==> src/rtl/core/swmm_pkg.sv <==
`default_nettype none

package swmm_pkg;

    localparam int CFG_W = 7;

    typedef struct packed {
        logic accept;
        logic update;
        logic div_start;
        logic div_step;
        logic load_out;
    } t_cmd;

    typedef struct packed {
        logic last;
        logic div_done;
    } t_sts;

endpackage

`default_nettype wire

==> src/rtl/core/swmm_if.sv <==
`default_nettype none

interface swmm_in_if #(
    parameter int SAMPLE_BITS = 16
);
    logic                          valid;
    logic                          ready;
    logic signed [SAMPLE_BITS-1:0] sample;
    logic                          last;

    modport source (output valid, output sample, output last, input ready);
    modport sink (input valid, input sample, input last, output ready);
endinterface

interface swmm_out_if #(
    parameter int SUM_W  = 22,
    parameter int MEAN_W = 24
);
    logic                     valid;
    logic                     ready;
    logic signed [SUM_W-1:0]  best_sum;
    logic signed [MEAN_W-1:0] best_mean;
    logic                     too_short;

    modport source (output valid, output best_sum, output best_mean, output too_short,
                    input ready);
    modport sink (input valid, input best_sum, input best_mean, input too_short,
                  output ready);
endinterface

`default_nettype wire

==> src/rtl/core/swmm_ram.sv <==
`default_nettype none

module swmm_ram #(
    parameter int WIDTH = 16,
    parameter int DEPTH = 64,
    parameter int AW    = (DEPTH > 1) ? $clog2(DEPTH) : 1
) (
    input  wire logic             i_clk,
    input  wire logic             i_we,
    input  wire logic [AW-1:0]    i_waddr,
    input  wire logic [WIDTH-1:0] i_wdata,
    input  wire logic [AW-1:0]    i_raddr,
    output logic      [WIDTH-1:0] o_rdata
);

    logic [WIDTH-1:0] r_mem [DEPTH];

    always_ff @(posedge i_clk) begin
        if (i_we) begin
            r_mem[i_waddr] <= i_wdata;
        end
        o_rdata <= r_mem[i_raddr];
    end

endmodule

`default_nettype wire

==> src/rtl/core/swmm_ctrl.sv <==
`default_nettype none

module swmm_ctrl (
    input  wire logic          i_clk,
    input  wire logic          i_rst_n,
    input  wire logic          i_in_valid,
    input  wire logic          i_out_ready,
    input  wire swmm_pkg::t_sts i_sts,
    output swmm_pkg::t_cmd     o_cmd,
    output logic               o_in_ready,
    output logic               o_out_valid
);
    import swmm_pkg::*;

    typedef enum logic [1:0] {
        S_IDLE,
        S_UPD,
        S_DIV,
        S_OUT
    } t_state;

    t_state r_state;
    t_state n_state;
    logic   r_out_valid;
    logic   n_out_valid;

    always_comb begin
        o_cmd           = '0;
        o_cmd.accept    = (r_state == S_IDLE) && i_in_valid;
        o_cmd.update    = (r_state == S_UPD);
        o_cmd.div_start = (r_state == S_UPD) && i_sts.last;
        o_cmd.div_step  = (r_state == S_DIV);
        o_cmd.load_out  = (r_state == S_OUT) && (!r_out_valid || i_out_ready);
    end

    always_comb begin
        n_state = r_state;
        case (r_state)
            S_IDLE: begin
                if (i_in_valid) begin
                    n_state = S_UPD;
                end
            end
            S_UPD: begin
                n_state = i_sts.last ? S_DIV : S_IDLE;
            end
            S_DIV: begin
                if (i_sts.div_done) begin
                    n_state = S_OUT;
                end
            end
            S_OUT: begin
                if (!r_out_valid || i_out_ready) begin
                    n_state = S_IDLE;
                end
            end
            default: begin
                n_state = S_IDLE;
            end
        endcase
    end

    always_comb begin
        n_out_valid = r_out_valid;
        if (o_cmd.load_out) begin
            n_out_valid = 1'b1;
        end else if (i_out_ready) begin
            n_out_valid = 1'b0;
        end
    end

    always_ff @(posedge i_clk) begin
        if (!i_rst_n) begin
            r_state     <= S_IDLE;
            r_out_valid <= 1'b0;
        end else begin
            r_state     <= n_state;
            r_out_valid <= n_out_valid;
        end
    end

    assign o_in_ready  = (r_state == S_IDLE);
    assign o_out_valid = r_out_valid;

endmodule

`default_nettype wire

==> src/rtl/core/swmm_dp.sv <==
`default_nettype none

module swmm_dp #(
    parameter int MAX_WINDOW  = 64,
    parameter int SAMPLE_BITS = 16,
    parameter int FRAC_BITS   = 8,
    parameter int SUM_W       = SAMPLE_BITS + $clog2(MAX_WINDOW),
    parameter int MEAN_W      = SAMPLE_BITS + FRAC_BITS
) (
    input  wire logic                            i_clk,
    input  wire logic                            i_rst_n,
    input  wire logic                            i_cfg_we,
    input  wire logic [swmm_pkg::CFG_W-1:0]      i_cfg_wdata,
    input  wire swmm_pkg::t_cmd                  i_cmd,
    output swmm_pkg::t_sts                       o_sts,
    input  wire logic signed [SAMPLE_BITS-1:0]   i_sample,
    input  wire logic                            i_last,
    output logic signed [SUM_W-1:0]              o_best_sum,
    output logic signed [MEAN_W-1:0]             o_best_mean,
    output logic                                 o_too_short
);
    import swmm_pkg::*;

    localparam int AW    = (MAX_WINDOW > 1) ? $clog2(MAX_WINDOW) : 1;
    localparam int LEN_W = $clog2(MAX_WINDOW + 1);
    localparam int DVD_W = SUM_W + FRAC_BITS;
    localparam int CNT_W = $clog2(DVD_W);

    localparam logic [LEN_W:0]   MaxWin  = (LEN_W + 1)'(MAX_WINDOW);
    localparam logic [AW-1:0]    LastSlt = AW'(MAX_WINDOW - 1);
    localparam logic [CNT_W-1:0] LastCnt = CNT_W'(DVD_W - 1);

    // configuration and sequence state
    logic [CFG_W-1:0]              r_len;
    logic [AW-1:0]                 r_slot;
    logic [LEN_W-1:0]              r_seen;
    logic signed [SUM_W-1:0]       r_sum;
    logic signed [SUM_W-1:0]       r_best;
    logic signed [SAMPLE_BITS-1:0] r_sample;
    logic                          r_last;

    // divider and result
    logic                          r_neg;
    logic [DVD_W-1:0]              r_dvd;
    logic [LEN_W-1:0]              r_rem;
    logic [CNT_W-1:0]              r_cnt;
    logic signed [SUM_W-1:0]       r_res_sum;
    logic                          r_res_short;

    logic [LEN_W-1:0]              w_k;
    logic [LEN_W:0]                w_old_x;
    logic [AW-1:0]                 w_old;
    logic [SAMPLE_BITS-1:0]        w_rdata;
    logic signed [SUM_W:0]         w_acc;
    logic signed [SUM_W-1:0]       n_sum;
    logic signed [SUM_W-1:0]       n_best;
    logic [LEN_W-1:0]              n_seen;
    logic [SUM_W-1:0]              w_mag;
    logic [LEN_W:0]                w_trial;
    logic                          w_qbit;
    logic [DVD_W-1:0]              w_quo;

    always_comb begin
        if (r_len == '0) begin
            w_k = LEN_W'(1);
        end else if (32'(r_len) > 32'(MAX_WINDOW)) begin
            w_k = LEN_W'(MAX_WINDOW);
        end else begin
            w_k = LEN_W'(r_len);
        end
    end

    always_comb begin
        if ({1'b0, (LEN_W)'(r_slot)} >= {1'b0, w_k}) begin
            w_old_x = (LEN_W + 1)'(r_slot) - {1'b0, w_k};
        end else begin
            w_old_x = (LEN_W + 1)'(r_slot) + MaxWin - {1'b0, w_k};
        end
        w_old = w_old_x[AW-1:0];
    end

    swmm_ram #(
        .WIDTH (SAMPLE_BITS),
        .DEPTH (MAX_WINDOW),
        .AW    (AW)
    ) u_ring (
        .i_clk   (i_clk),
        .i_we    (i_cmd.update),
        .i_waddr (r_slot),
        .i_wdata (r_sample),
        .i_raddr (w_old),
        .o_rdata (w_rdata)
    );

    always_comb begin
        n_seen = r_seen;
        n_best = r_best;
        if (r_seen >= w_k) begin
            w_acc = (SUM_W + 1)'(r_sum) + (SUM_W + 1)'(r_sample)
                  - (SUM_W + 1)'($signed(w_rdata));
            n_sum = w_acc[SUM_W-1:0];
            if (n_sum > r_best) begin
                n_best = n_sum;
            end
        end else begin
            w_acc  = (SUM_W + 1)'(r_sum) + (SUM_W + 1)'(r_sample);
            n_sum  = w_acc[SUM_W-1:0];
            n_seen = r_seen + LEN_W'(1);
            if (n_seen == w_k) begin
                n_best = n_sum;
            end
        end
        w_mag = n_best[SUM_W-1] ? SUM_W'(-n_best) : n_best;
    end

    // restoring divide, one quotient bit per cycle
    always_comb begin
        w_trial = {r_rem, r_dvd[DVD_W-1]};
        w_qbit  = (w_trial >= {1'b0, w_k});
        w_quo   = r_neg ? DVD_W'(~r_dvd + DVD_W'(1)) : r_dvd;
    end

    always_ff @(posedge i_clk) begin
        if (!i_rst_n) begin
            r_len  <= CFG_W'(1);
            r_slot <= '0;
            r_seen <= '0;
            r_sum  <= '0;
            r_best <= '0;
        end else if (i_cfg_we) begin
            r_len  <= i_cfg_wdata;
            r_slot <= '0;
            r_seen <= '0;
            r_sum  <= '0;
            r_best <= '0;
        end else if (i_cmd.update) begin
            if (r_last) begin
                r_slot <= '0;
                r_seen <= '0;
                r_sum  <= '0;
                r_best <= '0;
            end else begin
                r_slot <= (r_slot == LastSlt) ? '0 : r_slot + AW'(1);
                r_seen <= n_seen;
                r_sum  <= n_sum;
                r_best <= n_best;
            end
        end
    end

    always_ff @(posedge i_clk) begin
        if (i_cmd.accept) begin
            r_sample <= i_sample;
            r_last   <= i_last;
        end
        if (i_cmd.div_start) begin
            r_neg       <= n_best[SUM_W-1];
            r_dvd       <= DVD_W'(w_mag) << FRAC_BITS;
            r_rem       <= '0;
            r_cnt       <= '0;
            r_res_sum   <= n_best;
            r_res_short <= (n_seen < w_k);
        end else if (i_cmd.div_step) begin
            r_dvd <= {r_dvd[DVD_W-2:0], w_qbit};
            r_rem <= w_qbit ? LEN_W'(w_trial - {1'b0, w_k}) : w_trial[LEN_W-1:0];
            r_cnt <= r_cnt + CNT_W'(1);
        end
        if (i_cmd.load_out) begin
            o_too_short <= r_res_short;
            o_best_sum  <= r_res_short ? '0 : r_res_sum;
            o_best_mean <= r_res_short ? '0 : w_quo[MEAN_W-1:0];
        end
    end

    assign o_sts.last     = r_last;
    assign o_sts.div_done = (r_cnt == LastCnt);

endmodule

`default_nettype wire

==> src/rtl/core/sliding_window_max_mean_core.sv <==
// Sliding-window maximum sum and mean.
// i_in carries signed samples; last marks the end of a sequence. o_out carries one
// word per sequence: the largest sum over any window of window_len consecutive
// samples, that sum * 2^FRAC_BITS / window_len (truncated toward zero), and
// too_short when the sequence never filled a window (sums then read zero).
// i_cfg_we/i_cfg_wdata write window_len (0 acts as 1, above MAX_WINDOW clamps)
// and restart the sequence; write only while the block is idle.
// Each sample is accepted in S_IDLE, where the oldest sample is read from the
// ring RAM, and updates the running sum in S_UPD; no new sample is taken until
// the block is back in S_IDLE. A last sample then goes through bit-serial
// division of the SUM_W + FRAC_BITS bit dividend (30 bits at defaults) in S_DIV,
// and S_OUT loads the output register, which raises o_out.valid.
// While a result waits on o_out, new samples are still taken; only the next
// result load waits for the receiver.
// Reset (synchronous, active low) sets window_len to 1 and clears the sequence.
// The ring RAM needs no clearing: a slot's data is used only after it is written.
`default_nettype none

module sliding_window_max_mean_core #(
    parameter int MAX_WINDOW  = 64,
    parameter int SAMPLE_BITS = 16,
    parameter int FRAC_BITS   = 8
) (
    input  wire logic                        i_clk,
    input  wire logic                        i_rst_n,
    input  wire logic                        i_cfg_we,
    input  wire logic [swmm_pkg::CFG_W-1:0]  i_cfg_wdata,
    swmm_in_if.sink                          i_in,
    swmm_out_if.source                       o_out
);
    import swmm_pkg::*;

    localparam int SUM_W  = SAMPLE_BITS + $clog2(MAX_WINDOW);
    localparam int MEAN_W = SAMPLE_BITS + FRAC_BITS;

    t_cmd w_cmd;
    t_sts w_sts;

    swmm_ctrl u_ctrl (
        .i_clk       (i_clk),
        .i_rst_n     (i_rst_n),
        .i_in_valid  (i_in.valid),
        .i_out_ready (o_out.ready),
        .i_sts       (w_sts),
        .o_cmd       (w_cmd),
        .o_in_ready  (i_in.ready),
        .o_out_valid (o_out.valid)
    );

    swmm_dp #(
        .MAX_WINDOW  (MAX_WINDOW),
        .SAMPLE_BITS (SAMPLE_BITS),
        .FRAC_BITS   (FRAC_BITS),
        .SUM_W       (SUM_W),
        .MEAN_W      (MEAN_W)
    ) u_dp (
        .i_clk       (i_clk),
        .i_rst_n     (i_rst_n),
        .i_cfg_we    (i_cfg_we),
        .i_cfg_wdata (i_cfg_wdata),
        .i_cmd       (w_cmd),
        .o_sts       (w_sts),
        .i_sample    (i_in.sample),
        .i_last      (i_in.last),
        .o_best_sum  (o_out.best_sum),
        .o_best_mean (o_out.best_mean),
        .o_too_short (o_out.too_short)
    );

`ifndef NO_ASSERTIONS
    a_busy_after_accept: assert property (@(posedge i_clk) disable iff (!i_rst_n)
        (i_in.valid && i_in.ready) |=> !i_in.ready)
        else $error("input taken twice in a row");

    a_one_command: assert property (@(posedge i_clk) disable iff (!i_rst_n)
        $onehot0({w_cmd.accept, w_cmd.update, w_cmd.div_step, w_cmd.load_out}))
        else $error("conflicting datapath commands");

    a_short_zero: assert property (@(posedge i_clk) disable iff (!i_rst_n)
        (o_out.valid && o_out.too_short) |-> (o_out.best_sum == '0 && o_out.best_mean == '0))
        else $error("short sequence word carries nonzero sums");

    a_load_after_div: assert property (@(posedge i_clk) disable iff (!i_rst_n)
        w_cmd.div_start |=> !o_out.valid || $stable(o_out.best_sum))
        else $error("result word changed while divide started");
`endif

endmodule

`default_nettype wire

==> src/flat_wrapper.sv <==
// flat-port wrapper written by rule: the top's interface ports become plain ports
module sliding_window_max_mean_core_flat import swmm_pkg::*;
#(
    parameter int MAX_WINDOW  = 64,
    parameter int SAMPLE_BITS = 16,
    parameter int FRAC_BITS   = 8
)
  (i_clk, i_rst_n, i_cfg_we, i_cfg_wdata, i_in_valid, i_in_sample, i_in_last, i_in_ready, o_out_valid, o_out_best_sum, o_out_best_mean, o_out_too_short, o_out_ready);
  swmm_in_if #(.SAMPLE_BITS(SAMPLE_BITS)) i_in_i ();
  swmm_out_if #(.SUM_W(22), .MEAN_W(24)) o_out_i ();
  input  wire logic i_clk;
  input  wire logic i_rst_n;
  input  wire logic i_cfg_we;
  input  wire logic [swmm_pkg::CFG_W-1:0] i_cfg_wdata;
  input wire logic [$bits(i_in_i.valid)-1:0] i_in_valid;
  input wire logic [$bits(i_in_i.sample)-1:0] i_in_sample;
  input wire logic [$bits(i_in_i.last)-1:0] i_in_last;
  output wire logic [$bits(i_in_i.ready)-1:0] i_in_ready;
  output wire logic [$bits(o_out_i.valid)-1:0] o_out_valid;
  output wire logic [$bits(o_out_i.best_sum)-1:0] o_out_best_sum;
  output wire logic [$bits(o_out_i.best_mean)-1:0] o_out_best_mean;
  output wire logic [$bits(o_out_i.too_short)-1:0] o_out_too_short;
  input wire logic [$bits(o_out_i.ready)-1:0] o_out_ready;
  assign i_in_i.valid = i_in_valid;
  assign i_in_i.sample = i_in_sample;
  assign i_in_i.last = i_in_last;
  assign i_in_ready = i_in_i.ready;
  assign o_out_valid = o_out_i.valid;
  assign o_out_best_sum = o_out_i.best_sum;
  assign o_out_best_mean = o_out_i.best_mean;
  assign o_out_too_short = o_out_i.too_short;
  assign o_out_i.ready = o_out_ready;
  sliding_window_max_mean_core #(.MAX_WINDOW(MAX_WINDOW), .SAMPLE_BITS(SAMPLE_BITS), .FRAC_BITS(FRAC_BITS)) u_core (.i_clk(i_clk), .i_rst_n(i_rst_n), .i_cfg_we(i_cfg_we), .i_cfg_wdata(i_cfg_wdata), .i_in(i_in_i), .o_out(o_out_i));
endmodule
==> config.mk <==
export PLATFORM = sky130hd
export DESIGN_NAME = sliding_window_max_mean_core_flat
export DESIGN_NICKNAME = d
export VERILOG_FILES = /design/src/rtl/core/swmm_pkg.sv /design/src/rtl/core/swmm_if.sv /design/src/rtl/core/swmm_ram.sv /design/src/rtl/core/swmm_ctrl.sv /design/src/rtl/core/swmm_dp.sv /design/src/rtl/core/sliding_window_max_mean_core.sv /design/src/flat_wrapper.sv
export SDC_FILE = /design/constraint.sdc
export NUM_CORES = 1
export LEC_CHECK = 0
export ABC_AREA = 0
export BUFFER_PORTS_ARGS = -buffer_cell sky130_fd_sc_hd__buf_2
export CELL_PAD_IN_SITES_DETAIL_PLACEMENT = 2
export CELL_PAD_IN_SITES_GLOBAL_PLACEMENT = 2
export CORE_UTILIZATION = 44
export DETAILED_ROUTE_END_ITERATION = 6
export GPL_ROUTABILITY_DRIVEN = 0
export PLACE_DENSITY_LB_ADDON = 0.1
export SYNTH_ARGS = -nofsm -noshare
export SYNTH_HDL_FRONTEND = slang
export SYNTH_SLANG_ARGS = --single-unit
export TNS_END_PERCENT = 1
==> constraint.sdc <==
create_clock -name i_clk -period 7.55 [get_ports i_clk]
set_clock_uncertainty 0.1 [all_clocks]
set_input_delay 0.3775 -clock i_clk [delete_from_list [all_inputs] [get_ports i_clk]]
set_output_delay 0.3775 -clock i_clk [all_outputs]
set_load 0.01 [all_outputs]
==> flow_summary.yaml, run 1 <==
floorplan:
  die_y_microns: 348
  num_rows: 126
  die_area_sq_um: 121000
  die-width_microns: 348
  start_util_pct: 44.5
  pin_count: 78
  coreArea_sq_um: 118000
layout:
  multiInputGateArea_sq_um: 16300
  cell_count_final_fillers_out: 5107
  final.fill_count: 10500
  net_count_final: 3525
  area.growth.synth_to_final_pct: 17.1
  drive_above_1_share_pct: 27.4
  mostFrequentLayoutCell: "sky130_fd_sc_hd__edfxtp_1"
  layout_common_cells: "1133 x sky130_fd_sc_hd__edfxtp_1, 320 x sky130_fd_sc_hd__mux4_2, 209 x sky130_fd_sc_hd__buf_4, 205 x sky130_fd_sc_hd__nor2_1, 142 x sky130_fd_sc_hd__nand2_1"
  final-seq-area_sq_um: 36100
pwr:
  vdd.ir_drop.worst_v: 0.000244
  cellPowerDensity_nw_per_um2: 314
  static-leakage-power_nw: 20.6
detailed_routing:
  post_drt_via_cell_ratio: 6.06
  wl_met1_microns: 66800
  drt_pass1_iterations: 5
  dr_total_vias: 30900
  final_wirelength_microns: 169000
  drtAntennaViolNets: 0
  detailedRoute.firstIterationViolations: 2641
  detailroute.wirelength.met3_microns: 7190
  wl_met2_microns: 89300
  route.top_layer_used: "met5"
  routed_length_per_placed_instance_microns: 33.0
  route.detailed.drc: 0
timing:
  timing.final.setup_violations: 3
  layout_worst_path_cycle_share_pct: 101
  maxSlewViolCount: 0
  rsz0062_at_grt: "yes"
  max_slew_margin_pct: 11.4
  timing.final.crit_period_ns: 7.60
  timing_worst_slew_pin_value_ns: 1.33
  hold_violations: 0
  timing.final.ws_setup_ns: -0.0497
  max_freq_ghz: 0.132
  hold_ws_ns: 0.255
clock_network:
  clock-sinks: 1236
  cts.root.buffer_cell: "sky130_fd_sc_hd__clkbuf_16"
  path_clk_slew_ns: 0.06
  clockBufferDepth: 3
  htree_num_levels: 4
  cts-buffers-inserted: 135
  clock_latency_ns: 0.76
  tritoncts: "done"
logic_synthesis:
  yosysWarnings: 0
  dominant_combinational_cell_family_by_area_after_synthesis: "multiplexers"
  post_synth_cell_types: 99
  synth_top_cell_area_share_pct: 64.6
  post_synth_fa_ha_maj_area_fraction_pct: 2.41
  seq_area_frac_synth_pct: 68.5
  simple_gate_share_of_the_synthesized_area_pct: 5.94
  synth_cells: 3072
  synth_area_sq_um: 52700
  mappedNetlistNets: 3200
  yosys.area_share.xor_xnor_pct: 1.44
  multiplexer_share_of_the_synthesized_area_pct: 14.5
  number_of_enable_flip_flop_cells_after_synthesis: 1133
  yosys_most_used_dff: "sky130_fd_sc_hd__edfxtp_1"
  synth_compound_gate_area_share_pct: 5.37
  syn_area_per_cell_sq_um: 17.2
  synthTopCellsByArea: "sky130_fd_sc_hd__edfxtp_1 65%, sky130_fd_sc_hd__mux4_2 14%, sky130_fd_sc_hd__dfxtp_1 3.9%"
  ys_async_sr_fraction_pct: 0
  post-synth-top-area-cell: "sky130_fd_sc_hd__edfxtp_1"
  synth.ff_latch_count: 1236
placement:
  dp.cells: 4768
  place_hpwl_microns: 103000
  port_buffers: 77
critical_path:
  critPathRequiredTime_ns: 8.06
  arrival_ns: 8.11
  worst_r2r_endpoint: "u_core.u_dp.r_dvd[25]"
  critical-path-top-cell-by-count: "sky130_fd_sc_hd__buf_4"
  worst-r2r-cell-count: 44
  crit_path_end_kind: "flop"
  timing.critical_path.fanout_max: 5
  regToRegSetupSlack_ns: -0.05
  rr_startpoint: "u_core.u_dp.r_sample[0]"
  critical_path.startpoint_type: "flop"
  crit_path_max_cell_delay_ns: 0.43
  timing_worst_setup_path_type: "reg -> reg"
  critPathSlowestCell: "sky130_fd_sc_hd__edfxtp_1"
min_path:
  hold_depth: 2
  hold_path.startpoint: "i_in_sample[13]"
  hold_end: "u_core.u_dp.r_sample[13]"
  class_of_the_tightest_hold_or_removal_check: "in -> reg"
grt:
  grt_antenna_before_repair: 6
  grt.overflow.total: 0
  grt_start_max_net_pins: 80
  vias_in_the_first_global_route: 33800
  grt_util_all_layers_pct: 27.9
  global_route_wire_length_before_repair_microns: 242000
status:
  failed_checks: "setup timing"
  outcome: "complete, but fails checks"
run:
  max_cap_viol_count: 0
==> cells in the mapped netlist (16+ instances only) <==
master / count
sky130_fd_sc_hd__nand4_1: 18
sky130_fd_sc_hd__nor3_1: 38
sky130_fd_sc_hd__a22oi_1: 50
sky130_fd_sc_hd__nand2b_1: 20
sky130_fd_sc_hd__nor2_1: 224
sky130_fd_sc_hd__a21o_1: 22
sky130_fd_sc_hd__ha_1: 95
sky130_fd_sc_hd__dfxtp_1: 103
sky130_fd_sc_hd__mux4_2: 320
sky130_fd_sc_hd__and3_1: 16
sky130_fd_sc_hd__xor2_1: 42
sky130_fd_sc_hd__buf_1: 27
sky130_fd_sc_hd__o21ai_0: 67
sky130_fd_sc_hd__xnor2_1: 43
sky130_fd_sc_hd__clkbuf_1: 109
sky130_fd_sc_hd__nand3_1: 34
sky130_fd_sc_hd__inv_1: 98
sky130_fd_sc_hd__mux2i_1: 34
sky130_fd_sc_hd__edfxtp_1: 1133
sky130_fd_sc_hd__a211oi_1: 34
sky130_fd_sc_hd__nand2_1: 146
sky130_fd_sc_hd__nor2b_1: 57
sky130_fd_sc_hd__a21oi_1: 89
==> critical path: cells and delay by family (launching register included) <==
family                   cells  cell delay [ns]
AO/OA/AOI/OAI                6             1.51
flip-flops                   1             0.43
buffers and inverters       27             3.37
AND/OR/NAND/NOR              7             1.17
adder cells (fa/ha/maj)      3             0.75
XOR/XNOR                     1             0.13
==> metrics by stage <==
stage / cell area (sq um) / total power [mW] / worst slack (ns) / setup TNS, ns / utilization [%]
6_report: 61700 / 19.4 / -0.0497 / -0.144 / 52.1
3_5_place_dp: 56100 / 12.3 / -0.166 / -0.890 / 47.3
5_1_grt: 61700 / 20.0 / -0.284 / -2.59 / 52.1
4_1_cts: 61100 / 19.1 / -0.0120 / -0.0216 / 51.6
2_1_floorplan: 52800 / 10.7 / -0.259 / -1.12 / -
3_3_place_gp: 56100 / 12.1 / 0.133 / 0 / 47.3
==> flip-flops by register name (all words and copies together) (netlist names), 5 cells and up, named ones only <==
signal / cells
u_core.u_dp.o_best_mean: 24
u_core.u_dp.o_best_sum: 22
u_core.u_dp.r_best: 22
u_core.u_dp.r_cnt: 5
u_core.u_dp.r_dvd: 30
u_core.u_dp.r_len: 7
u_core.u_dp.r_rem: 7
u_core.u_dp.r_res_sum: 21
u_core.u_dp.r_sample: 16
u_core.u_dp.r_seen: 7
u_core.u_dp.r_slot: 6
u_core.u_dp.r_sum: 22
u_core.u_dp.u_ring.o_rdata: 16
u_core.u_dp.u_ring.r_mem: 1024
==> worst max-delay path by stage <==
| stage | slack [ns] | endpoint | from | depth (start not counted) |
|---|---|---|---|---|
| after floorplan | -0.26 | u_core.u_dp.r_dvd[28] | u_core.u_dp.r_sample[0] | 37 |
| after global placement | 0.13 | u_core.u_dp.r_dvd[24] | u_core.u_dp.r_sample[0] | 32 |
| after detailed placement | -0.17 | u_core.u_dp.r_dvd[27] | u_core.u_dp.r_sample[0] | 29 |
| after CTS | -0.01 | u_core.u_dp.r_dvd[24] | u_core.u_dp.r_sample[0] | 36 |
| after global routing | -0.28 | u_core.u_dp.r_dvd[26] | u_core.u_dp.r_sample[1] | 31 |
| final | -0.05 | u_core.u_dp.r_dvd[25] | u_core.u_dp.r_sample[0] | 44 |
==> final cells by class <==
class,instances,share of cell area (%)
sequential,1236,58.5
timing repair buffer,336,4.10
clock buffer,166,5.71
tap,1600,3.25
clock inverter,80,1.39
multi-input combinational,1587,26.4
inverter,101,0.615
antenna,1,0.00406
==> layer usage <==
metal,track usage [%],up-vias
met2,50.6,957
li1,-,12900
met3,3.23,276
met1,34.7,16700
met5,0,-
met4,8.98,4
==> report_power, final <==
group	internal [mW]	switching, mW	total [mW]
sequential	7.65	0.0904	7.74
combinational	2.03	2.99	5.03
clock	3.69	2.92	6.61
==> logic make-up (layout without fill, tap and decap cells) <==
family | after synthesis | in the layout
buf+inv | 249 | 683
flops | 1236 | 1236
mux | 363 | 363
simple gates | 639 | 639
xor+xnor | 86 | 86
other cells | 0 | 1
compound gates | 400 | 400
fa+ha+maj | 99 | 99
==> what timing repair did <==
action / in CTS / in global routing
pin swaps: 10 / 51
gates resized for setup: 11 / 69
hold buffers: 42 / 0
hold endpoints to repair: 27 / 0
buffers inserted: 28 / 22
endpoints found under the setup margin: 16 / 22
Power figures use the tool's default switching activity.
==> run 2: changes to the inputs <==
Settings changed: CORE_UTILIZATION 44 to 50.
Clock period 7.55 ns to 9.8 ns, I/O delays scaled along.
==> flow_summary.yaml, run 2 (same netlist as run 1, synthesis figures left out) <==
status:
  outcome: "finished, final reports clean"
pwr:
  static-leakage-power_nw: 20.1
  share_clk_of_total_power_pct: 35.7
  power.share.combinational_pct: 24.1
  p_int_mw: 10.1
  switching_power_mw: 4.77
  cellPowerDensity_nw_per_um2: 247
  power.sequential.fraction_pct: 40.2
  power_switching_share_pct: 32.1
  vdd.ir_drop.worst_v: 0.000190
  power_mw: 14.9
placement:
  place_hpwl_microns: 111000
  port_buffers: 77
  post_dp_cell_area_sq_um: 55200
  pre_cts_ws_ns: -0.0698
grt:
  grt_util_all_layers_pct: 36.9
  grt_start_max_net_pins: 130
  vias_in_the_first_global_route: 35300
  grt_antenna_before_repair: 9
  grt.overflow.total: 0
  global_route_wire_length_before_repair_microns: 276000
clock_network:
  cts-buffers-inserted: 134
  path_clk_slew_ns: 0.07
  clock_latency_ns: 0.77
  clockBufferDepth: 3
  htree_num_levels: 4
  clock-sinks: 1236
  tritoncts: "done"
  cts.root.buffer_cell: "sky130_fd_sc_hd__clkbuf_16"
critical_path:
  crit_path_end_kind: "flop"
  critPathRequiredTime_ns: 10.18
  worst_path_top_cell_family_by_delay: "compound AO/OA/AOI/OAI gates"
  cp-startpoint: "u_core.u_dp.r_sample[4]"
  critPathSlowestCell: "sky130_fd_sc_hd__a2111oi_0"
  crit_path_max_cell_delay_ns: 0.77
  critical_path.startpoint_type: "flop"
  rr_startpoint: "u_core.u_dp.r_sample[4]"
  arrival_ns: 10.03
  timing_worst_setup_path_type: "reg -> reg"
  timing.critical_path.fanout_max: 13
  critical_path_depth: 27
  critPathBufInv: 3
  worst-r2r-cell-count: 27
layout:
  layout_common_cells: "1133 x sky130_fd_sc_hd__edfxtp_1, 320 x sky130_fd_sc_hd__mux4_2, 217 x sky130_fd_sc_hd__nor2_1, 146 x sky130_fd_sc_hd__nand2_1, 140 x sky130_fd_sc_hd__clkbuf_16"
  drive_above_1_share_pct: 23.4
  post-route-util_pct: 57.8
  mostFrequentLayoutCell: "sky130_fd_sc_hd__edfxtp_1"
  number_of_flip_flops_in_the_largest_register: 1024
  reg_top3: "u_core.u_dp.u_ring.r_mem: 1024 flops, u_core.u_dp.r_dvd: 30 flops, u_core.u_dp.o_best_mean: 24 flops"
  area.growth.synth_to_final_pct: 14.0
  fin_area_sq_um: 60000
  net_count_final: 3414
  max_flop_register: "u_core.u_dp.u_ring.r_mem"
detailed_routing:
  route.detailed.drc: 0
  detailedRoute.firstIterationViolations: 3785
  drt_pass1_iterations: 5
  post_drt_via_cell_ratio: 6.90
  routed_length_per_placed_instance_microns: 41.0
  dr_total_vias: 33000
  drtAntennaViolNets: 0
  final_wirelength_microns: 196000
timing:
  max_freq_ghz: 0.104
  maxSlewViolCount: 0
  timing.final.setup_violations: 0
  timing.final.ws_setup_ns: 0.153
  timing_worst_slew_pin_value_ns: 1.20
  timing.final.crit_period_ns: 9.65
  setup_total_negative_slack_ns: 0
  hold_violations: 0
  layout_worst_path_cycle_share_pct: 98.4
  max_slew_margin_pct: 19.7
min_path:
  hold_path.startpoint: "o_out_ready"
  class_of_the_tightest_hold_or_removal_check: "in -> reg"
  hold_depth: 3
floorplan:
  pin_count: 78
  start_util_pct: 50.7
  num_rows: 118
  die_area_sq_um: 107000
  die-width_microns: 327
  die_y_microns: 327
  coreArea_sq_um: 104000
run:
  max_cap_viol_count: 0
==> run 2: changes by cell type in the layout (fill, tap and decap cells not counted), sizes merged <==
cell,before,now
dlygate4sd3,42,34
clkinvlp,1,4
clkbuf,166,176
diode,1,2
bufinv,9,10
inv,104,106
buf,294,192
clkinv,67,49
==> run 2: area by class of cell <==
| class | count | area (sq um) |
|---|---|---|
| Clock inverter | 68 | 648 |
| Multi-Input combinational cell | 1587 | 15800 |
| Clock buffer | 176 | 3760 |
| Fill cell | 8689 | 43900 |
| Inverter | 101 | 379 |
| Tap cell | 1380 | 1730 |
| Timing Repair Buffer | 226 | 1630 |
| Sequential cell | 1236 | 36100 |
| Antenna cell | 2 | 5.00 |
==> run 2: worst paths after layout <==
path | slack [ns] | end
max reg2reg | 0.15 | u_core.u_dp.r_dvd[14]
min | 0.03 | u_core.u_ctrl.o_out_valid
min reg2reg | 0.37 | u_core.u_dp.r_rem[6]
max | 0.15 | u_core.u_dp.r_dvd[14]
==> run 2: per-layer routing <==
| layer | up-vias | share of wire [%] | wire, microns | track usage [%] |
|---|---|---|---|---|
| met5 | - | 0.030 | 59 | 0.0444 |
| met2 | 2002 | 50 | 97200 | 62.0 |
| met1 | 17600 | 36 | 71500 | 44.9 |
| li1 | 12700 | - | - | - |
| met4 | 8 | 6.1 | 12000 | 19.3 |
| met3 | 665 | 7.7 | 15200 | 7.84 |
==> run 2: power groups by stage <==
stage                     Clock [mW]  Sequential [mW]  Combinational, mW
after floorplan                    0             6.08               2.11
after global placement             0             6.06               3.05
after detailed placement           0             6.08               3.26
after CTS                       5.29             5.97               3.41
after global routing            5.49             5.98               3.70
final                           5.30             5.98               3.58
==> run 2: worst min-delay path, delay by kind of cell <==
kind	cells	cell delay (ns)
buffers and inverters	1	0.08
and+or+nand+nor	1	0.15
AOI/OAI and AO/OA	1	0.10
==> run 2: per-stage QoR <==
stage                     cells  hold WS (ns)
after floorplan            3072         0.324
after global placement     4490         0.341
after detailed placement   4490         0.364
after CTS                  4768        0.0177
after global routing       4775        0.0324
final                      4776        0.0267
==> run 2: what timing repair did <==
action                                 4_1_cts  5_1_grt
setup endpoints to repair                   15       23
endpoints found under the hold margin       27        0
hold buffers                                34        0
resized for setup                            3        7
buffers inserted                             0        6
gates cloned                                 0        0
pin swaps                                    0        2
